**config.mk**
```make
export PLATFORM = sky130hd
export DESIGN_NAME = adc_conversion_sequencer_flat
export DESIGN_NICKNAME = d
export VERILOG_FILES = /design/src/hw/rtl/acs_pkg.sv /design/src/hw/rtl/acs_if.sv /design/src/hw/rtl/acs_datapath.sv /design/src/hw/rtl/acs_controller.sv /design/src/hw/rtl/adc_conversion_sequencer.sv /design/src/flat_wrapper.sv
export SDC_FILE = /design/constraint.sdc
export NUM_CORES = 1
export LEC_CHECK = 0
export BUFFER_PORTS_ARGS = -buffer_cell sky130_fd_sc_hd__buf_2
export CORE_MARGIN = 2
export CORE_UTILIZATION = 45
export DETAILED_ROUTE_END_ITERATION = 10
export GPL_ROUTABILITY_DRIVEN = 1
export GPL_TIMING_DRIVEN = 0
export PLACE_DENSITY = 0.7
export SLEW_MARGIN = 20
export SYNTH_ARGS = -nofsm -noshare
export SYNTH_HDL_FRONTEND = slang
export SYNTH_HIERARCHICAL = 1
export SYNTH_SLANG_ARGS = --single-unit
```
**constraint.sdc**
```tcl
create_clock -name clk_i -period 9.45 [get_ports clk_i]
set_input_delay 2.835 -clock clk_i [delete_from_list [all_inputs] [get_ports clk_i]]
set_output_delay 2.835 -clock clk_i [all_outputs]
set_load 0.05 [all_outputs]
```
**src/hw/rtl/acs_pkg.sv**
```systemverilog
// Shared types, constants and codes of the ADC conversion sequencer.
// No dependencies; compile first.
package acs_pkg;

  localparam int unsigned CHANNELS_DEF = 8;
  localparam int unsigned CFG_W        = 32;
  localparam int unsigned DIV_STEPS    = 16;

  localparam logic [2:0]  REF_CHANNEL = 3'd7;
  localparam logic [11:0] VREF_MV     = 12'd3000;
  localparam logic [3:0]  OVS_MAX     = 4'd8;
  localparam logic [3:0]  SHIFT_BASE  = 4'd4;
  localparam logic [15:0] RES_RESET   = 16'h0000;
  localparam logic [31:0] OVS_RESET   = 32'h8000_0000;
  localparam logic [11:0] CAL_RESET   = 12'h000;
  localparam logic [15:0] SUPPLY_MAX  = 16'hFFFF;

  typedef enum logic [1:0] {
    CFG_RESOLUTION   = 2'd0,
    CFG_OVERSAMPLING = 2'd1,
    CFG_VREFINT      = 2'd2
  } acs_cfg_e;

  typedef enum logic [1:0] {
    REQ_MEASURE  = 2'd0,
    REQ_COMPLETE = 2'd1,
    REQ_READ     = 2'd2
  } acs_req_e;

  typedef enum logic [1:0] {
    SUP_ZERO = 2'd0,
    SUP_SAT  = 2'd1,
    SUP_QUO  = 2'd2
  } acs_sup_e;

  typedef enum logic [3:0] {
    ST_IDLE,
    ST_DECODE,
    ST_MULT,
    ST_RANGE,
    ST_DIV,
    ST_SUPPLY,
    ST_SCAN,
    ST_VOLT,
    ST_OUT
  } acs_state_e;

  typedef struct packed {
    logic     load_in;
    logic     do_measure;
    logic     load_num;
    logic     div_init;
    logic     div_step;
    logic     set_supply;
    acs_sup_e supply_sel;
    logic     start_input;
    logic     finish;
    logic     scan_step;
    logic     load_read;
    logic     mul_volts;
    logic     push_out;
  } acs_cmd_t;

  typedef struct packed {
    logic [1:0] req;
    logic       busy;
    logic       phase;
    logic       raw_zero;
    logic       sat;
    logic       div_last;
    logic       scan_hit;
    logic       scan_last;
    logic       out_free;
  } acs_stat_t;

endpackage

```
**src/hw/rtl/acs_if.sv**
```systemverilog
// Valid/ready channel interfaces for request beats and result beats.
// No dependencies.
interface acs_req_if;
  logic        valid;
  logic        ready;
  logic [1:0]  req_type;
  logic [2:0]  channel;
  logic [15:0] raw_data;

  modport source (output valid, req_type, channel, raw_data, input ready);
  modport sink   (input valid, req_type, channel, raw_data, output ready);
endinterface

interface acs_res_if;
  logic        valid;
  logic        ready;
  logic        start_valid;
  logic [2:0]  start_channel;
  logic [1:0]  start_resolution;
  logic [3:0]  start_oversampling;
  logic        done_valid;
  logic [2:0]  done_channel;
  logic [15:0] sample_value;
  logic [15:0] voltage_mv;
  logic [15:0] vdda_mv;
  logic        busy_res;

  modport source (output valid, start_valid, start_channel, start_resolution,
                  start_oversampling, done_valid, done_channel, sample_value,
                  voltage_mv, vdda_mv, busy_res, input ready);
  modport sink   (input valid, start_valid, start_channel, start_resolution,
                  start_oversampling, done_valid, done_channel, sample_value,
                  voltage_mv, vdda_mv, busy_res, output ready);
endinterface

```
**src/hw/rtl/acs_datapath.sv**
```systemverilog
// Datapath: configuration, sequencer state, sample store, supply divider,
// voltage multiplier and result register. Depends on acs_pkg.
module acs_datapath #(
  parameter int unsigned CHANNELS = acs_pkg::CHANNELS_DEF
) (
  input  logic                     clk_i,
  input  logic                     rst_ni,
  input  logic                     cfg_we_i,
  input  logic [1:0]               cfg_idx_i,
  input  logic [acs_pkg::CFG_W-1:0] cfg_data_i,
  input  logic [1:0]               req_type_i,
  input  logic [2:0]               channel_i,
  input  logic [15:0]              raw_data_i,
  input  acs_pkg::acs_cmd_t        cmd_i,
  output acs_pkg::acs_stat_t       stat_o,
  input  logic                     out_ready_i,
  output logic                     out_valid_o,
  output logic                     start_valid_o,
  output logic [2:0]               start_channel_o,
  output logic [1:0]               start_resolution_o,
  output logic [3:0]               start_oversampling_o,
  output logic                     done_valid_o,
  output logic [2:0]               done_channel_o,
  output logic [15:0]              sample_value_o,
  output logic [15:0]              voltage_mv_o,
  output logic [15:0]              vdda_mv_o,
  output logic                     busy_res_o
);
  import acs_pkg::*;

  localparam int unsigned IDX_W = $clog2(CHANNELS);
  localparam int unsigned CH_W  = (IDX_W > 3) ? IDX_W : 3;
  localparam int unsigned DIV_W = $clog2(DIV_STEPS);
  localparam logic [IDX_W-1:0] LAST_IDX = IDX_W'(CHANNELS - 1);
  localparam logic [DIV_W-1:0] DIV_LAST = DIV_W'(DIV_STEPS - 1);

  typedef struct packed {
    logic       v;
    logic [2:0] ch;
    logic [1:0] res;
    logic [3:0] ovs;
  } start_t;

  logic [15:0] res_codes_q;
  logic [31:0] ovs_codes_q;
  logic [11:0] cal_q;

  logic [1:0]  req_q;
  logic [2:0]  ch_q;
  logic [15:0] raw_q;

  logic                busy_q;
  logic [CH_W-1:0]     cur_q;
  logic                phase_q;
  logic [CHANNELS-1:0] pend_q;
  logic [15:0]         samples_q [CHANNELS];
  logic [15:0]         supply_q;

  logic [23:0]      num_q;
  logic [15:0]      rem_q;
  logic [15:0]      qd_q;
  logic [DIV_W-1:0] div_cnt_q;
  logic [IDX_W-1:0] scan_c_q;
  logic [IDX_W-1:0] scan_n_q;

  start_t      r_start_q;
  logic        r_done_v_q;
  logic [2:0]  r_done_ch_q;
  logic [15:0] r_sample_q;
  logic [31:0] prod_q;

  logic        out_v_q;
  start_t      o_start_q;
  logic        o_done_v_q;
  logic [2:0]  o_done_ch_q;
  logic [15:0] o_sample_q;
  logic [15:0] o_volts_q;
  logic [15:0] o_vdda_q;
  logic        o_busy_q;

  logic [CH_W-1:0]  ch_x;
  logic [IDX_W-1:0] ch_idx;
  logic [IDX_W-1:0] cur_idx;
  logic             ch_ok;
  start_t           cur_start;
  logic [3:0]       shamt;
  logic [15:0]      fin_val;
  logic [16:0]      div_t;
  logic             div_ge;
  logic             sat;
  logic             out_free;
  logic             scan_hit;

  function automatic start_t mk_start(logic [CH_W-1:0] c, logic [15:0] rc, logic [31:0] oc);
    start_t s;
    s.v   = 1'b1;
    s.ch  = c[2:0];
    s.res = 2'(rc >> {c[2:0], 1'b0});
    s.ovs = 4'(oc >> {c[2:0], 2'b00});
    if (s.ovs > OVS_MAX) begin
      s.ovs = OVS_MAX;
    end
    if ((c >> 3) != '0) begin
      s.res = '0;
      s.ovs = '0;
    end
    return s;
  endfunction

  function automatic logic [IDX_W-1:0] inc_idx(logic [IDX_W-1:0] i);
    return (i == LAST_IDX) ? '0 : i + 1'b1;
  endfunction

  assign ch_x      = CH_W'(ch_q);
  assign ch_idx    = ch_x[IDX_W-1:0];
  assign cur_idx   = cur_q[IDX_W-1:0];
  assign ch_ok     = ({29'd0, ch_q} < 32'(CHANNELS));
  assign cur_start = mk_start(cur_q, res_codes_q, ovs_codes_q);
  assign shamt     = SHIFT_BASE + {1'b0, cur_start.res, 1'b0};
  assign fin_val   = raw_q << shamt;
  assign div_t     = {rem_q, qd_q[15]};
  assign div_ge    = (div_t >= {1'b0, raw_q});
  assign sat       = ({8'd0, num_q[23:16]} >= raw_q);
  assign out_free  = !out_v_q || out_ready_i;
  assign scan_hit  = pend_q[scan_c_q];

  always_comb begin
    stat_o.req       = req_q;
    stat_o.busy      = busy_q;
    stat_o.phase     = phase_q;
    stat_o.raw_zero  = (raw_q == '0);
    stat_o.sat       = sat;
    stat_o.div_last  = (div_cnt_q == DIV_LAST);
    stat_o.scan_hit  = scan_hit;
    stat_o.scan_last = (scan_n_q == LAST_IDX);
    stat_o.out_free  = out_free;
  end

  always_ff @(posedge clk_i or negedge rst_ni) begin
    if (!rst_ni) begin
      res_codes_q <= RES_RESET;
      ovs_codes_q <= OVS_RESET;
      cal_q       <= CAL_RESET;
    end else if (cfg_we_i) begin
      unique case (cfg_idx_i)
        CFG_RESOLUTION:   res_codes_q <= cfg_data_i[15:0];
        CFG_OVERSAMPLING: ovs_codes_q <= cfg_data_i[31:0];
        CFG_VREFINT:      cal_q       <= cfg_data_i[11:0];
        default: ;
      endcase
    end
  end

  always_ff @(posedge clk_i) begin
    if (cmd_i.load_in) begin
      req_q <= req_type_i;
      ch_q  <= channel_i;
      raw_q <= raw_data_i;
    end
  end

  always_ff @(posedge clk_i or negedge rst_ni) begin
    if (!rst_ni) begin
      busy_q   <= 1'b0;
      cur_q    <= '0;
      phase_q  <= 1'b0;
      pend_q   <= '0;
      supply_q <= '0;
      for (int i = 0; i < CHANNELS; i++) begin
        samples_q[i] <= '0;
      end
    end else begin
      if (cmd_i.do_measure && ch_ok) begin
        if (busy_q) begin
          pend_q[ch_idx] <= 1'b1;
        end else begin
          busy_q         <= 1'b1;
          cur_q          <= ch_x;
          pend_q[ch_idx] <= 1'b0;
          phase_q        <= 1'b0;
        end
      end
      if (cmd_i.set_supply) begin
        unique case (cmd_i.supply_sel)
          SUP_ZERO: supply_q <= '0;
          SUP_SAT:  supply_q <= SUPPLY_MAX;
          SUP_QUO:  supply_q <= qd_q;
          default:  supply_q <= '0;
        endcase
      end
      if (cmd_i.start_input) begin
        phase_q <= 1'b1;
      end
      if (cmd_i.finish) begin
        samples_q[cur_idx] <= fin_val;
        busy_q             <= 1'b0;
        phase_q            <= 1'b0;
      end
      if (cmd_i.scan_step && scan_hit) begin
        busy_q           <= 1'b1;
        cur_q            <= CH_W'(scan_c_q);
        pend_q[scan_c_q] <= 1'b0;
      end
    end
  end

  always_ff @(posedge clk_i) begin
    if (cmd_i.load_num) begin
      num_q <= 24'(cal_q) * 24'(VREF_MV);
    end
    if (cmd_i.div_init) begin
      rem_q     <= {8'd0, num_q[23:16]};
      qd_q      <= num_q[15:0];
      div_cnt_q <= '0;
    end else if (cmd_i.div_step) begin
      rem_q     <= div_ge ? 16'(div_t - {1'b0, raw_q}) : div_t[15:0];
      qd_q      <= {qd_q[14:0], div_ge};
      div_cnt_q <= div_cnt_q + 1'b1;
    end
    if (cmd_i.finish) begin
      scan_c_q <= inc_idx(cur_idx);
      scan_n_q <= '0;
    end else if (cmd_i.scan_step && !scan_hit) begin
      scan_c_q <= inc_idx(scan_c_q);
      scan_n_q <= scan_n_q + 1'b1;
    end
  end

  always_ff @(posedge clk_i) begin
    if (cmd_i.load_in) begin
      r_start_q   <= '0;
      r_done_v_q  <= 1'b0;
      r_done_ch_q <= '0;
      r_sample_q  <= '0;
      prod_q      <= '0;
    end else begin
      if (cmd_i.do_measure && ch_ok && !busy_q) begin
        r_start_q <= mk_start(CH_W'(REF_CHANNEL), res_codes_q, ovs_codes_q);
      end
      if (cmd_i.start_input) begin
        r_start_q <= mk_start(cur_q, res_codes_q, ovs_codes_q);
      end
      if (cmd_i.finish) begin
        r_done_v_q  <= 1'b1;
        r_done_ch_q <= cur_q[2:0];
        r_sample_q  <= fin_val;
      end
      if (cmd_i.scan_step && scan_hit) begin
        r_start_q <= mk_start(CH_W'(REF_CHANNEL), res_codes_q, ovs_codes_q);
      end
      if (cmd_i.load_read) begin
        r_done_ch_q <= ch_q;
        r_sample_q  <= ch_ok ? samples_q[ch_idx] : '0;
      end
      if (cmd_i.mul_volts) begin
        prod_q <= 32'(r_sample_q) * 32'(supply_q);
      end
    end
  end

  always_ff @(posedge clk_i or negedge rst_ni) begin
    if (!rst_ni) begin
      out_v_q <= 1'b0;
    end else if (cmd_i.push_out) begin
      out_v_q <= 1'b1;
    end else if (out_ready_i) begin
      out_v_q <= 1'b0;
    end
  end

  always_ff @(posedge clk_i) begin
    if (cmd_i.push_out) begin
      o_start_q   <= r_start_q;
      o_done_v_q  <= r_done_v_q;
      o_done_ch_q <= r_done_ch_q;
      o_sample_q  <= r_sample_q;
      o_volts_q   <= prod_q[31:16];
      o_vdda_q    <= supply_q;
      o_busy_q    <= busy_q;
    end
  end

  assign out_valid_o          = out_v_q;
  assign start_valid_o        = o_start_q.v;
  assign start_channel_o      = o_start_q.ch;
  assign start_resolution_o   = o_start_q.res;
  assign start_oversampling_o = o_start_q.ovs;
  assign done_valid_o         = o_done_v_q;
  assign done_channel_o       = o_done_ch_q;
  assign sample_value_o       = o_sample_q;
  assign voltage_mv_o         = o_volts_q;
  assign vdda_mv_o            = o_vdda_q;
  assign busy_res_o           = o_busy_q;

endmodule

```
**src/hw/rtl/acs_controller.sv**
```systemverilog
// Controller: sequences decode, supply division, pending scan and result
// hand-off for one request beat at a time. Depends on acs_pkg.
module acs_controller (
  input  logic               clk_i,
  input  logic               rst_ni,
  input  logic               in_valid_i,
  output logic               in_ready_o,
  input  acs_pkg::acs_stat_t stat_i,
  output acs_pkg::acs_cmd_t  cmd_o
);
  import acs_pkg::*;

  acs_state_e state_q;
  acs_state_e state_d;

  always_ff @(posedge clk_i or negedge rst_ni) begin
    if (!rst_ni) begin
      state_q <= ST_IDLE;
    end else begin
      state_q <= state_d;
    end
  end

  always_comb begin
    state_d    = state_q;
    cmd_o      = '0;
    in_ready_o = 1'b0;
    unique case (state_q)
      ST_IDLE: begin
        in_ready_o = 1'b1;
        if (in_valid_i) begin
          cmd_o.load_in = 1'b1;
          state_d       = ST_DECODE;
        end
      end
      ST_DECODE: begin
        unique case (stat_i.req)
          REQ_MEASURE: begin
            cmd_o.do_measure = 1'b1;
            state_d          = ST_OUT;
          end
          REQ_COMPLETE: begin
            if (stat_i.busy && !stat_i.phase) begin
              state_d = ST_MULT;
            end else if (stat_i.busy) begin
              cmd_o.finish = 1'b1;
              state_d      = ST_SCAN;
            end else begin
              state_d = ST_OUT;
            end
          end
          REQ_READ: begin
            cmd_o.load_read = 1'b1;
            state_d         = ST_VOLT;
          end
          default: state_d = ST_OUT;
        endcase
      end
      ST_MULT: begin
        cmd_o.load_num = 1'b1;
        state_d        = ST_RANGE;
      end
      ST_RANGE: begin
        priority if (stat_i.raw_zero) begin
          cmd_o.set_supply  = 1'b1;
          cmd_o.supply_sel  = SUP_ZERO;
          cmd_o.start_input = 1'b1;
          state_d           = ST_OUT;
        end else if (stat_i.sat) begin
          cmd_o.set_supply  = 1'b1;
          cmd_o.supply_sel  = SUP_SAT;
          cmd_o.start_input = 1'b1;
          state_d           = ST_OUT;
        end else begin
          cmd_o.div_init = 1'b1;
          state_d        = ST_DIV;
        end
      end
      ST_DIV: begin
        cmd_o.div_step = 1'b1;
        if (stat_i.div_last) begin
          state_d = ST_SUPPLY;
        end
      end
      ST_SUPPLY: begin
        cmd_o.set_supply  = 1'b1;
        cmd_o.supply_sel  = SUP_QUO;
        cmd_o.start_input = 1'b1;
        state_d           = ST_OUT;
      end
      ST_SCAN: begin
        cmd_o.scan_step = 1'b1;
        cmd_o.mul_volts = 1'b1;
        if (stat_i.scan_hit || stat_i.scan_last) begin
          state_d = ST_OUT;
        end
      end
      ST_VOLT: begin
        cmd_o.mul_volts = 1'b1;
        state_d         = ST_OUT;
      end
      ST_OUT: begin
        if (stat_i.out_free) begin
          cmd_o.push_out = 1'b1;
          state_d        = ST_IDLE;
        end
      end
      default: state_d = ST_IDLE;
    endcase
  end

endmodule

```
**src/hw/rtl/adc_conversion_sequencer.sv**
```systemverilog
// ADC conversion sequencer top level: controller and datapath joined by
// command and status structs. Depends on acs_pkg, acs_if, acs_controller, acs_datapath.
//
// One request beat is worked at a time and gives exactly one result beat.
// A measure or an ignored request goes from decode straight to the output
// state, a read through the voltage multiply. A reference completion forms
// the calibration product, makes a range check, then runs a restoring divider
// that produces one quotient bit per cycle for a 16-bit quotient and sets the
// supply; with a zero reading or a saturated supply it skips the divider. A
// channel completion stores the sample, then the round-robin scan of the
// pending mask visits channels until one is pending, at most CHANNELS. The
// output state waits for a free result register, and the next request beat is
// taken only after the push. The result register parts the two channels: a
// new request is taken while the previous result waits.
module adc_conversion_sequencer #(
  parameter int unsigned CHANNELS = acs_pkg::CHANNELS_DEF
) (
  input  logic                      clk_i,
  input  logic                      rst_ni,
  input  logic                      cfg_we_i,
  input  logic [1:0]                cfg_idx_i,
  input  logic [acs_pkg::CFG_W-1:0] cfg_data_i,
  acs_req_if.sink                   req_i,
  acs_res_if.source                 res_o
);
  import acs_pkg::*;

  acs_cmd_t  cmd;
  acs_stat_t stat;

  acs_controller u_ctrl (
    .clk_i      (clk_i),
    .rst_ni     (rst_ni),
    .in_valid_i (req_i.valid),
    .in_ready_o (req_i.ready),
    .stat_i     (stat),
    .cmd_o      (cmd)
  );

  acs_datapath #(
    .CHANNELS (CHANNELS)
  ) u_dp (
    .clk_i                (clk_i),
    .rst_ni               (rst_ni),
    .cfg_we_i             (cfg_we_i),
    .cfg_idx_i            (cfg_idx_i),
    .cfg_data_i           (cfg_data_i),
    .req_type_i           (req_i.req_type),
    .channel_i            (req_i.channel),
    .raw_data_i           (req_i.raw_data),
    .cmd_i                (cmd),
    .stat_o               (stat),
    .out_ready_i          (res_o.ready),
    .out_valid_o          (res_o.valid),
    .start_valid_o        (res_o.start_valid),
    .start_channel_o      (res_o.start_channel),
    .start_resolution_o   (res_o.start_resolution),
    .start_oversampling_o (res_o.start_oversampling),
    .done_valid_o         (res_o.done_valid),
    .done_channel_o       (res_o.done_channel),
    .sample_value_o       (res_o.sample_value),
    .voltage_mv_o         (res_o.voltage_mv),
    .vdda_mv_o            (res_o.vdda_mv),
    .busy_res_o           (res_o.busy_res)
  );

endmodule

```
**src/flat_wrapper.sv**
```systemverilog
// flat-port wrapper written by rule: the top's interface ports become plain ports
module adc_conversion_sequencer_flat import acs_pkg::*;
#(
  parameter int unsigned CHANNELS = acs_pkg::CHANNELS_DEF
)
  (clk_i, rst_ni, cfg_we_i, cfg_idx_i, cfg_data_i, req_i_valid, req_i_req_type, req_i_channel, req_i_raw_data, req_i_ready, res_o_valid, res_o_start_valid, res_o_start_channel, res_o_start_resolution, res_o_start_oversampling, res_o_done_valid, res_o_done_channel, res_o_sample_value, res_o_voltage_mv, res_o_vdda_mv, res_o_busy_res, res_o_ready);
  acs_req_if req_i_i ();
  acs_res_if res_o_i ();
  input  logic clk_i;
  input  logic rst_ni;
  input  logic cfg_we_i;
  input  logic [1:0] cfg_idx_i;
  input  logic [acs_pkg::CFG_W-1:0] cfg_data_i;
  input wire logic [$bits(req_i_i.valid)-1:0] req_i_valid;
  input wire logic [$bits(req_i_i.req_type)-1:0] req_i_req_type;
  input wire logic [$bits(req_i_i.channel)-1:0] req_i_channel;
  input wire logic [$bits(req_i_i.raw_data)-1:0] req_i_raw_data;
  output wire logic [$bits(req_i_i.ready)-1:0] req_i_ready;
  output wire logic [$bits(res_o_i.valid)-1:0] res_o_valid;
  output wire logic [$bits(res_o_i.start_valid)-1:0] res_o_start_valid;
  output wire logic [$bits(res_o_i.start_channel)-1:0] res_o_start_channel;
  output wire logic [$bits(res_o_i.start_resolution)-1:0] res_o_start_resolution;
  output wire logic [$bits(res_o_i.start_oversampling)-1:0] res_o_start_oversampling;
  output wire logic [$bits(res_o_i.done_valid)-1:0] res_o_done_valid;
  output wire logic [$bits(res_o_i.done_channel)-1:0] res_o_done_channel;
  output wire logic [$bits(res_o_i.sample_value)-1:0] res_o_sample_value;
  output wire logic [$bits(res_o_i.voltage_mv)-1:0] res_o_voltage_mv;
  output wire logic [$bits(res_o_i.vdda_mv)-1:0] res_o_vdda_mv;
  output wire logic [$bits(res_o_i.busy_res)-1:0] res_o_busy_res;
  input wire logic [$bits(res_o_i.ready)-1:0] res_o_ready;
  assign req_i_i.valid = req_i_valid;
  assign req_i_i.req_type = req_i_req_type;
  assign req_i_i.channel = req_i_channel;
  assign req_i_i.raw_data = req_i_raw_data;
  assign req_i_ready = req_i_i.ready;
  assign res_o_valid = res_o_i.valid;
  assign res_o_start_valid = res_o_i.start_valid;
  assign res_o_start_channel = res_o_i.start_channel;
  assign res_o_start_resolution = res_o_i.start_resolution;
  assign res_o_start_oversampling = res_o_i.start_oversampling;
  assign res_o_done_valid = res_o_i.done_valid;
  assign res_o_done_channel = res_o_i.done_channel;
  assign res_o_sample_value = res_o_i.sample_value;
  assign res_o_voltage_mv = res_o_i.voltage_mv;
  assign res_o_vdda_mv = res_o_i.vdda_mv;
  assign res_o_busy_res = res_o_i.busy_res;
  assign res_o_i.ready = res_o_ready;
  adc_conversion_sequencer #(.CHANNELS(CHANNELS)) u_core (.clk_i(clk_i), .rst_ni(rst_ni), .cfg_we_i(cfg_we_i), .cfg_idx_i(cfg_idx_i), .cfg_data_i(cfg_data_i), .req_i(req_i_i), .res_o(res_o_i));
endmodule
```
# After elaboration in Yosys (flattened, before gate mapping)
# Cells that the tools add are included.
[word_totals]
regBits = 431
in_bits = 60
out_inout_bits = 65
elab_cells = 212
[classes]
add_sub_neg = 6
mul = 2
magnitude_cmp = 11
n_eq_ne = 24
shifts = 3
n_mux = 79
bitwise = 7
reduce_logical = 33
[op_table]
columns = ["op", "n"]
rows = [
  ["$bwmux W128", 1],
  ["$mux W16", 8],
  ["$bmux W16 S3", 1],
  ["$demux W16 S3", 1],
  ["$mux W4", 12],
  ["$mux W8", 5],
  ["$mul A16 B16 Y32", 1],
  ["$mux W1", 32],
  ["$pmux W16 S2", 1],
  ["$pmux W4 S8", 1],
  ["$shr A32 B5 Y4", 1],
  ["$mux W10", 3],
  ["$mux W3", 9],
  ["$mul A12 B9 Y21 const B", 1],
  ["$ge A17 B16 Y1", 1],
  ["$and A8 B8 Y8", 2],
  ["$eq A4 B3 Y1 const B", 4],
  ["$ge A8 B16 Y1", 1],
  ["$logic_not A16 Y1", 1],
  ["$not A8 Y8", 2],
  ["$pmux W4 S2", 2],
  ["$shl A16 B4 Y16", 1],
  ["$shr A16 B4 Y2", 1],
  ["$sub A16 B16 Y16", 1],
  ["31 further kinds", 72],
]

# Logic depth before layout (Yosys ltp)
# Gate-level depths: netlist of the first run.
[logic_depth]
depth_word = 10
mapped_depth = 24
depth_no_buf = 23

# By module
# The synthesis of the first run kept the hierarchy.
[by_module_without_submodules]
columns = ["mod", "n_inst", "cells_each", "area_each_um2", "seq_area_each_um2"]
rows = [
  ["acs_datapath", 1, 2549, 27834.2, 10641.5],
  ["acs_controller", 1, 60, 518.0, 100.1],
]

# Worst setup path before layout of the first run
# Ideal clock, no wire load.
[synth_timing]
kind = "flip-flop to flip-flop"
from = "register u_core.u_dp.supply_q[7]"
to = "register u_core.u_dp.prod_q[24]"
setup_time_ns = 0.127
arrival_ns = 6.093
t_required_ns = 9.323
path_slack_ns = 3.230
path_stages_with_launch = 22
path_buffers = 2
synth_period_minus_slack_ns = 6.220
path_cell_list = "dfrtp_1 > clkbuf_1 > clkbuf_1 > nand2_1 > fa_1 > fa_1 > fa_1 > inv_1 > fa_1 > fa_1 > inv_1 > fa_1 > inv_1 > ha_1 > nand3_1 > or3_1 > o2111a_1 > a311oi_4 > a21oi_4 > o21ai_0 > nor3_1 > or3_1"
[synth_between]
elab_chain_cells = 1
[synth_rtl]
columns = ["item", "line", "rtl"]
rows = [
  ["from (decl)", "acs_datapath.sv:57", "logic [15:0] supply_q;"],
  ["from (signal assigned)", "acs_datapath.sv:187", "SUP_QUO: supply_q <= qd_q;"],
  ["$mul A16 B16 Y32", "acs_datapath.sv:256", "prod_q <= 32'(r_sample_q) * 32'(supply_q);"],
  ["to (signal assigned)", "acs_datapath.sv:256", ""],
  ["to (decl)", "acs_datapath.sv:70", "logic [31:0] prod_q;"],
]
# No other way between the ends.
# A chain may end at the register's enable or synchronous reset.

# Worst setup path after layout of the first run
[layout_timing]
from = "register u_core.u_dp.r_sample_q[10]"
to = "register u_core.u_dp.prod_q[24]"
[layout_between]
elab_chain_cells = 1
[layout_rtl]
columns = ["item", "line", "rtl"]
rows = [
  ["from (decl)", "acs_datapath.sv:69", "logic [15:0] r_sample_q;"],
  ["from (signal assigned)", "acs_datapath.sv:246", "r_sample_q <= fin_val;"],
  ["from (signal assigned)", "acs_datapath.sv:253", "r_sample_q <= ch_ok ? samples_q[ch_idx] : '0;"],
  ["$mul A16 B16 Y32", "acs_datapath.sv:256", ""],
]
# No other way between the ends.

==> results.toml, run 1 <==
[outcome]
status = "finished, final reports clean"

[detailed_routing]
drc = 0
vias_per_cell = 5.46
drt_wl_total_mm = 74.6
first_iter_violations = 1539
first_pass_iters = 8
antenna_left = 0
wire_per_inst_um = 20.3
vias = 20037

[clock_tree]
post_cts_resize_count = 0
numCtsBuffers = 46
cts_hold_buf = 0
clock_latency_ns = 0.60
cts_setup_buffers = 0
cts_sinks = 415
tritoncts = "built"
h-tree-depth = 2
cts-root-buf = "clkbuf_16"
cts_buffer_depth = 3
path_clk_slew_ns = 0.06

[global_routing]
overflow = 0
grt_max_degree = 89
grt_pass1_wl_mm = 117
grt_pass1_vias = 21004
grt_use_total_pct = 23.6
grt_antenna_before_repair = 4

[power_and_ir_drop]
p_leak_nw = 14.5
cellPowerDensity_nw_per_um2 = 287
ir_worst_vdd_uv = 388
power_mw = 9.11

[min_path]
hold_class = "reg2reg"
hold_depth = 0
min-delay-start = "u_core/u_dp/prod_q[23]"
hold_end = "u_core/u_dp/voltage_mv_o[7]"

[die]
dieHeight_um = 255
dieArea_sq_um = 65000
ios = 125
chipWidth_um = 255
start_util_pct = 45.2
core_area_sq_um = 62700
fp-row-count = 92

[critical_path]
crit_required_ns = 9.91
reg2regPathDepth = 21
crit_path_start_kind = "flip-flop"
cp.arrival_ns = 7.95
endpoint_kind = "flip-flop"
reg2reg_to = "u_core/u_dp/prod_q[24]"
crit_fanout = 10
timing.rr.start = "u_core/u_dp/r_sample_q[10]"
r2r_slack_ns = 1.97
path_class = "reg2reg"

[synthesis]
synth_warnings = 6
synth_seq_cells = 415
synthTopCellsByArea = "dfrtp_1, fa_1, edfxtp_1"
synth_top_family_by_area = "adder cells"
synth-simple-area-share_pct = 11.6
synth_most_common_cell = "inv_1"
ys_top_cells_by_count = "inv_1, nand2_1, fa_1"
syn_avg_cell_area_sq_um = 10.9
synth_compound_gate_area_share_pct = 7.97
synthAdderAreaFrac_pct = 25.7
synth_area_leader_cell = "dfrtp_1"
synth_ff_type = "dfrtp_1"
synth_area_sq_um = 28400
syn_inst = 2609
netlist.area_leader.share_pct = 19.5
synth_edf_count = 132
synth_xor_area_share_pct = 1.36
synthMuxAreaShare_pct = 8.90
synth-seq-area-share_pct = 37.9
synthesis.nets = 3106
async_flop_share_pct = 53.5
synthDistinctLibCells = 78

[sta]
drv_slew = 0
period_share_pct = 79.2
layout_min_cycle_time_ns = 7.48
rsz0062_at_grt = "no"
finalHoldViolCount = 0
skew_ns = 0.0307
layout_setup_ws_ns = 1.97
tns_ns = 0
relSlewSlack_pct = 24.1
tightestPinTransition_ns = 1.14
fmax_ghz = 0.134
setup_viol = 0

[cells_and_area]
nets = 3283
syn_to_final_growth_pct = 12.0
reg_top3 = "u_core/u_dp/samples_q (128), u_core/u_dp/ovs_codes_q (32), u_core/u_dp/num_q (21)"
largest-register = "u_core/u_dp/samples_q"
largest_register_ffs = 128
diodes = 0
drive_gt1_share_pct = 13.2

[flow_run]
cap_violations = 0

[placed_design]
gp_congestion = 0.925
dp_hpwl_mm = 56.5
pre_cts_slack_ns = 2.08
port_buffers = 124
==> layer usage <==
metal	vias up	wire length (um)	GRT usage, %
li1	9029	-	-
met1	10093	30000	30.4
met2	736	36200	39.7
met3	173	5370	4.01
met4	6	2970	9.31
met5	-	41	0
==> how the worst max path moves through the flow <==
stage,from,end,slack (ns),cells after the start
global route,u_core/u_dp/supply_q[4],u_core/u_dp/prod_q[30],1.77,22
finish,u_core/u_dp/r_sample_q[10],u_core/u_dp/prod_q[24],1.97,21
global placement,res_o_ready,u_core/u_dp/vdda_mv_o[1],1.32,5
floorplan,u_core/u_dp/supply_q[7],u_core/u_dp/prod_q[24],3.23,21
CTS,u_core/u_dp/supply_q[4],u_core/u_dp/prod_q[30],2.04,22
detailed placement,u_core/u_dp/supply_q[4],u_core/u_dp/prod_q[30],2.08,22
==> logic make-up after synthesis <==
kind of cell | after synthesis
compound gates | 374
flops | 415
fa+ha+maj | 437
simple gates | 676
mux | 184
buf+inv | 479
xor+xnor | 44
==> critical path: stages, from the launching register on <==
cell and delay [ns]:
dfxtp_1 0.77, clkbuf_1 0.59, nand2_1 0.18, fa_1 0.56, fa_1 0.58, fa_1 0.46, fa_1 0.56, inv_1 0.05
fa_1 0.49, inv_1 0.05, fa_1 0.49, inv_1 0.05, ha_1 0.31, and2_1 0.14, nand3_1 0.09, or3_1 0.38
o2111a_1 0.28, a311oi_4 0.48, a21oi_4 0.15, o21ai_0 0.25, nor3_1 0.08, or3_1 0.35
==> report_power, final <==
group	switching, mW	internal (mW)
Sequential	0.386	2.47
Combinational	2.58	1.80
Clock	0.750	1.12
Total	3.72	5.39
==> layout make-up <==
type / count / area [sq um]
plain buffers: 129 / 547
clock buffers: 70 / 1410
clock inverters: 15 / 194
fillers: 5535 / 31000
inverters: 350 / 1310
multi-input cells: 1715 / 15800
flip-flops and latches: 415 / 10700
well taps: 846 / 1060
repair buffers: 129 / 744
==> cell usage in the layout, fill, tap and decap left out, types with 22 or more instances in the layout <==
cell type | netlist | final
mux2i_1 | 56 | 56
a21o_1 | 24 | 24
edfxtp_1 | 132 | 132
inv_1 | 350 | 350
mux2_2 | 81 | 81
dfrtp_1 | 221 | 221
ha_1 | 195 | 195
mux4_2 | 46 | 46
a211oi_1 | 33 | 33
buf_2 | 8 | 131
clkbuf_16 | 0 | 48
fa_1 | 242 | 242
a21oi_1 | 94 | 94
xnor2_1 | 28 | 28
o21ai_0 | 135 | 135
o22ai_1 | 22 | 22
dfxtp_1 | 61 | 61
and2_1 | 158 | 157
clkbuf_1 | 99 | 108
nor2_1 | 108 | 106
nand2_1 | 291 | 291
==> per-stage QoR <==
step,util (%),instance area (sq um),std cells,hold slack (ns)
2_1_floorplan,-,28400,2609,0.400
3_3_place_gp,47.9,30000,3579,0.415
3_5_place_dp,48.1,30200,3584,0.416
4_1_cts,50.6,31800,3669,0.429
5_1_grt,50.6,31800,3669,0.441
6_report,50.6,31800,3669,0.427
No activity file was read; power rests on OpenSTA's default activity.
==> run 2, diff against run 1 <==
Settings changed: ABC_AREA set to 1, PLACE_DENSITY 0.7 to 0.73.
Clock period 9.45 ns to 6.64 ns, I/O delays scaled along.
==> run 2 against run 1 <==
Compared with the run above: clock-buffer cell count down 11; non-clock buffer count up 10; largest cell class unchanged; highest routed layer unchanged; sequential power up 38%.
==> results.toml, run 2 <==
[outcome]
status = "finished, final reports clean"

[detailed_routing]
first_iter_violations = 2411
wire_per_inst_um = 17.4
vias = 24455
antenna_left = 0
vias_per_cell = 5.23
drc = 0
drt_wl_total_mm = 81.4
first_pass_iters = 6

[synthesis]
syn_avg_cell_area_sq_um = 8.30
synth_ff_type = "dfrtp_1"
synthTopCellsByArea = "dfrtp_1, fa_1, edfxtp_1"
synth-simple-area-share_pct = 18.3
ys_top_cells_by_count = "nand2_1, inv_1, nor2_1"
syn_inst = 3611
synth_area_leader_cell = "dfrtp_1"
synth_compound_gate_area_share_pct = 9.29
synthesis.nets = 4108
synth_top_family_by_area = "adder cells"
synthMuxAreaShare_pct = 0.338
synth_seq_cells = 415
synth_warnings = 6
async_flop_share_pct = 53.5
netlist.area_leader.share_pct = 18.5
synthAdderAreaFrac_pct = 24.3
synth-seq-area-share_pct = 35.8
synthDistinctLibCells = 51
synth_area_sq_um = 30000
synth_edf_count = 132
synth_most_common_cell = "nand2_1"
synth_xor_area_share_pct = 0.731

[critical_path]
crit_fanout = 10
startpoint = "u_core/u_dp/r_sample_q[14]"
crit_slowest_cell = "fa_1"
r2r_slack_ns = 0.23
endpoint_kind = "flip-flop"
crit_top_cell = "fa_1"
crit_path_start_kind = "flip-flop"
cp_cell_sequence = "clkbuf_1 > clkbuf_2 > nand2_1 > fa_1 > fa_1 > fa_1 > inv_1 > fa_1 > fa_1 > inv_1 > fa_1 > inv_1 > ha_1 > nand2_1 > nand2_1 > a21boi_0 > o21ai_0 > nand3b_1 > nand2_1 > nand2_1 > o21ai_0 > inv_1"
crit_required_ns = 7.13
crit_family = "adder cells"
cpPeakStageDelay_ns = 0.54
timing.rr.start = "u_core/u_dp/r_sample_q[14]"
path_buf_inv = 6
path_class = "reg2reg"
cp.arrival_ns = 6.90

[cells_and_area]
final_cells = 4674
largest_register_ffs = 128
largest-register = "u_core/u_dp/samples_q"
reg_top3 = "u_core/u_dp/samples_q (128), u_core/u_dp/ovs_codes_q (32), u_core/u_dp/num_q (21)"
syn_to_final_growth_pct = 11.5
final_core_util_pct = 50.7
drive_gt1_share_pct = 8.77
layout_common_cells = "nand2_1, inv_1, nor2_1, fa_1, dfrtp_1"
layout_commonest_cell = "nand2_1"
diodes = 0
nets = 4271

[clock_tree]
h-tree-depth = 2
cts_buffer_depth = 3
numCtsBuffers = 46
cts_setup_buffers = 0
tritoncts = "built"
cts_hold_buf = 0
cts_sinks = 415
cts-root-buf = "clkbuf_16"
clock_latency_ns = 0.62
post_cts_resize_count = 4
path_clk_slew_ns = 0.06

[placed_design]
dp_hpwl_mm = 64.4
pre_cts_slack_ns = -0.102
dp_cells = 4610
gp_congestion = 0.969
port_buffers = 124

[sta]
skew_ns = 0.0322
finalHoldViolCount = 0
setup_viol = 0
fmax_ghz = 0.156
tightestPinTransition_ns = 1.13
relSlewSlack_pct = 24.7
layout_min_cycle_time_ns = 6.41
layout_setup_ws_ns = 0.229
period_share_pct = 96.5
drv_slew = 0
rsz0062_at_grt = "no"

[power_and_ir_drop]
p_leak_nw = 17.1
cellPowerDensity_nw_per_um2 = 375
ir_worst_vdd_uv = 353

[global_routing]
grt_antenna_before_repair = 2
grt_max_degree = 93
overflow = 0
grt_pass1_vias = 24133
grt_pass1_wl_mm = 130
grt_use_total_pct = 24.4

[flow_run]
cap_violations = 0

[min_path]
hold_class = "reg2reg"
min-delay-start = "u_core/u_dp/r_start_q[1]"

[die]
core_area_sq_um = 65900
dieHeight_um = 262
ios = 125
dieArea_sq_um = 68700
start_util_pct = 45.5
fp-row-count = 94
chipWidth_um = 262
[run 2: cell count changes after synthesis, moves of 83 or more]
cell / previous run / this run
o21ai_1: 6 / 89
nand3_1: 14 / 118
and2_1: 158 / 1
inv_1: 350 / 711
nand2_1: 291 / 869
nor2_1: 108 / 258
[run 2: final cells by class]
cell class	count	area, sq um
Fill cell	6160	32400
Buffer	133	596
Tap cell	864	1080
Sequential cell	415	10800
Timing Repair Buffer	135	772
Clock inverter	25	307
Inverter	724	2720
Multi-Input combinational cell	2319	15900
Clock buffer	59	1300
[run 2: per-stage QoR]
step	cell area (sq um)	hold WS, ns	TNS, ns	total power [mW]
3_3_place_gp	31700	0.411	-237.94	9.67
5_1_grt	33400	0.445	0	13.5
4_1_cts	33400	0.431	0	12.5
3_5_place_dp	31800	0.410	-0.170	9.81
2_1_floorplan	30000	0.403	0	8.10
6_report	33400	0.429	0	12.5
[run 2: kinds of logic (layout without fill, tap and decap cells)]
| kind of cell | Yosys count | after routing |
|---|---|---|
| AND/OR/NAND/NOR | 1345 | 1345 |
| multiplexers | 9 | 9 |
| flip-flops | 415 | 415 |
| XOR/XNOR | 25 | 25 |
| AO/OA/AOI/OAI | 503 | 503 |
| adder cells (fa/ha/maj) | 437 | 437 |
| buffers and inverters | 877 | 1076 |
[run 2: path summary, 6_finish.rpt]
check / cells after the start / to
max reg2reg: 22 / u_core/u_dp/prod_q[20]
min reg2reg: 0 / u_core/u_dp/start_oversampling_o[1]
max in group asynchronous: 3 / u_core/u_dp/samples_q[107]
min in group asynchronous: 1 / u_core/u_dp/cal_q[7]
min: 0 / u_core/u_dp/start_oversampling_o[1]
max: 22 / u_core/u_dp/prod_q[20]
[run 2: power by group]
group / switching (mW) / leakage [nW] / total [mW] / internal [mW]
Combinational: 3.99 / 11.6 / 5.91 / 1.93
Clock: 1.12 / 0.788 / 2.69 / 1.56
Sequential: 0.480 / 4.67 / 3.95 / 3.47
[run 2: routing by layer]
layer	track usage, %	vias to the layer above	share of wire [%]
li1	-	11562	-
met1	32.6	11750	42
met2	39.5	966	46
met3	4.72	175	8.1
met4	9.24	2	4.1
met5	0	-	0.016
==> run 3, diff against run 2 <==
Settings changed: CORE_UTILIZATION 45 to 51, PLACE_DENSITY 0.73 to 0.8, SLEW_MARGIN 20 to not set.
==> run 3 against run 2 <==
Compared with the run above: flip-flop and latch count did not move; highest routed layer unchanged; clock-buffer cell count fell by 1; global-route usage rose by 3.2 points; wire length barely moved; critical path type unchanged; total power rose by 1.2%; hold slack barely moved; sequential power fell by 2%.
==> results.toml, run 3 (same netlist as run 2, synthesis figures left out) <==
[detailed_routing]
vias_per_cell = 5.46
drc = 0
antenna_left = 0
wire_per_inst_um = 17.8
first_iter_violations = 2476
first_pass_iters = 7
drt_wl_total_mm = 81.4
vias = 24993

[clock_tree]
tritoncts = "built"
path_clk_slew_ns = 0.07
h-tree-depth = 2
cts_buffer_depth = 3
cts-root-buf = "clkbuf_16"
cts_sinks = 415
clock_latency_ns = 0.60
numCtsBuffers = 46
cts_setup_buffers = 0

[critical_path]
crit_top_cell = "fa_1"
crit_required_ns = 7.13
path_class = "reg2reg"
cp_cell_sequence = "clkbuf_1 > clkbuf_2 > nand2_1 > fa_1 > fa_1 > inv_1 > fa_1 > fa_1 > fa_1 > inv_1 > fa_1 > inv_1 > ha_1 > a21oi_1 > a21boi_0 > o21ai_0 > a21oi_1 > nand2_1 > nand2_1 > nand3_1 > nand2_1 > inv_1"
crit_slowest_cell = "fa_1"
crit_fanout = 10
endpoint_kind = "flip-flop"
cp.arrival_ns = 6.92
crit_path_start_kind = "flip-flop"
cpPeakStageDelay_ns = 0.54

[die]
chipWidth_um = 246
start_util_pct = 51.7
ios = 125
dieHeight_um = 246
core_area_sq_um = 57900
fp-row-count = 88
dieArea_sq_um = 60700

[power_and_ir_drop]
ir_worst_vdd_uv = 474
p_leak_nw = 17.1
cellPowerDensity_nw_per_um2 = 381

[sta]
tightestPinTransition_ns = 1.01
setup_viol = 0
hold_slack_ns = 0.430
period_share_pct = 96.9
skew_ns = 0.0207
fmax_ghz = 0.155
drv_slew = 0
layout_min_cycle_time_ns = 6.44
finalHoldViolCount = 0
relSlewSlack_pct = 32.5
rsz0062_at_grt = "no"

[global_routing]
grt_antenna_before_repair = 2
grt_pass1_wl_mm = 131
overflow = 0
grt_max_degree = 117
grt_use_total_pct = 27.6
grt_pass1_vias = 24851

[cells_and_area]
nets = 4275
layout_common_cells = "nand2_1, inv_1, nor2_1, fa_1, dfrtp_1"
reg_top3 = "u_core/u_dp/samples_q (128), u_core/u_dp/ovs_codes_q (32), u_core/u_dp/num_q (21)"
multiInputGateArea_sq_um = 15900
layout_commonest_cell = "nand2_1"
final_core_util_pct = 57.5
diodes = 0
regArea_sq_um = 10700
syn_to_final_growth_pct = 11.2
largest-register = "u_core/u_dp/samples_q"
drive_gt1_share_pct = 8.44
nFillCells = 5080
largest_register_ffs = 128

[flow_run]
cap_violations = 0

[placed_design]
gp_congestion = 0.975
port_buffers = 124
dp_hpwl_mm = 62.9

[min_path]
hold_class = "reg2reg"

[outcome]
status = "finished, final reports clean"
## run 3: cell count changes in the layout (fill, tap and decap cells not counted), sizes merged
cell and delta:
clkbuf +6, clkinvlp +2, buf -3, bufinv +3, clkinv -2
## run 3: layout make-up
class,instances,area share [%]
multi-input combinational,2319,47.7
sequential,415,32.2
inverter,724,8.16
clock buffer,58,3.78
tap,765,2.87
timing repair buffer,132,2.21
buffer,140,1.86
clock inverter,28,1.20
## run 3: per-layer routing
layer / global-route usage (%) / share of wire (%) / up-vias
met5: 0 / 0.031 / -
met4: 12.5 / 4.8 / 4
met3: 5.96 / 9.8 / 234
met2: 44.2 / 46 / 1276
met1: 35.9 / 39 / 11897
li1: - / - / 11582
## run 3: report_power, final
group,switching [mW],total [mW],internal [mW],leakage [nW]
registers,0.427,3.89,3.47,4.68
logic,4.10,6.04,1.94,11.6
clock network,1.12,2.76,1.64,0.795
## run 3: path summary, 6_finish.rpt
kind | startpoint | end | slack, ns | cells after the start
worst max-delay path | u_core/u_dp/r_sample_q[12] | u_core/u_dp/prod_q[28] | 0.20 | 22
worst min-delay path | u_core/u_dp/r_sample_q[8] | u_core/u_dp/sample_value_o[8] | 0.43 | 0
worst max register to register | u_core/u_dp/r_sample_q[12] | u_core/u_dp/prod_q[28] | 0.20 | 22
worst min register to register | u_core/u_dp/r_sample_q[8] | u_core/u_dp/sample_value_o[8] | 0.43 | 0
max in group asynchronous | rst_ni | u_core/u_dp/samples_q[120] | 4.13 | 2
min in group asynchronous | rst_ni | u_core/u_dp/ovs_codes_q[8] | 1.44 | 1
## run 3: metrics by stage
stage	cell area, sq um	setup TNS (ns)	total power [mW]	instances	setup slack, ns
global placement	31600	-218.01	9.64	4500	-2.18
global route	33300	0	13.6	4581	0.00299
detailed placement	31700	0	9.82	4508	0.0193
finish	33300	0	12.7	4581	0.204
CTS	33300	0	12.6	4594	0.0273
floorplan	30000	0	8.10	3611	0.370
## run 3: critical path, delay by kind of cell, from the launching register on
kind                     cells  cell delay (ns)
adder cells (fa/ha/maj)      7             3.41
buffers and inverters        6             1.05
AO/OA/AOI/OAI                4             1.05
flip-flops                   1             0.40
AND/OR/NAND/NOR              5             0.40
## run 3: what timing repair did
| action | CTS | global route |
|---|---|---|
| gates resized for setup | 0 | 50 |
| endpoints found under the setup margin | 0 | 16 |
| hold buffers | 0 | 0 |
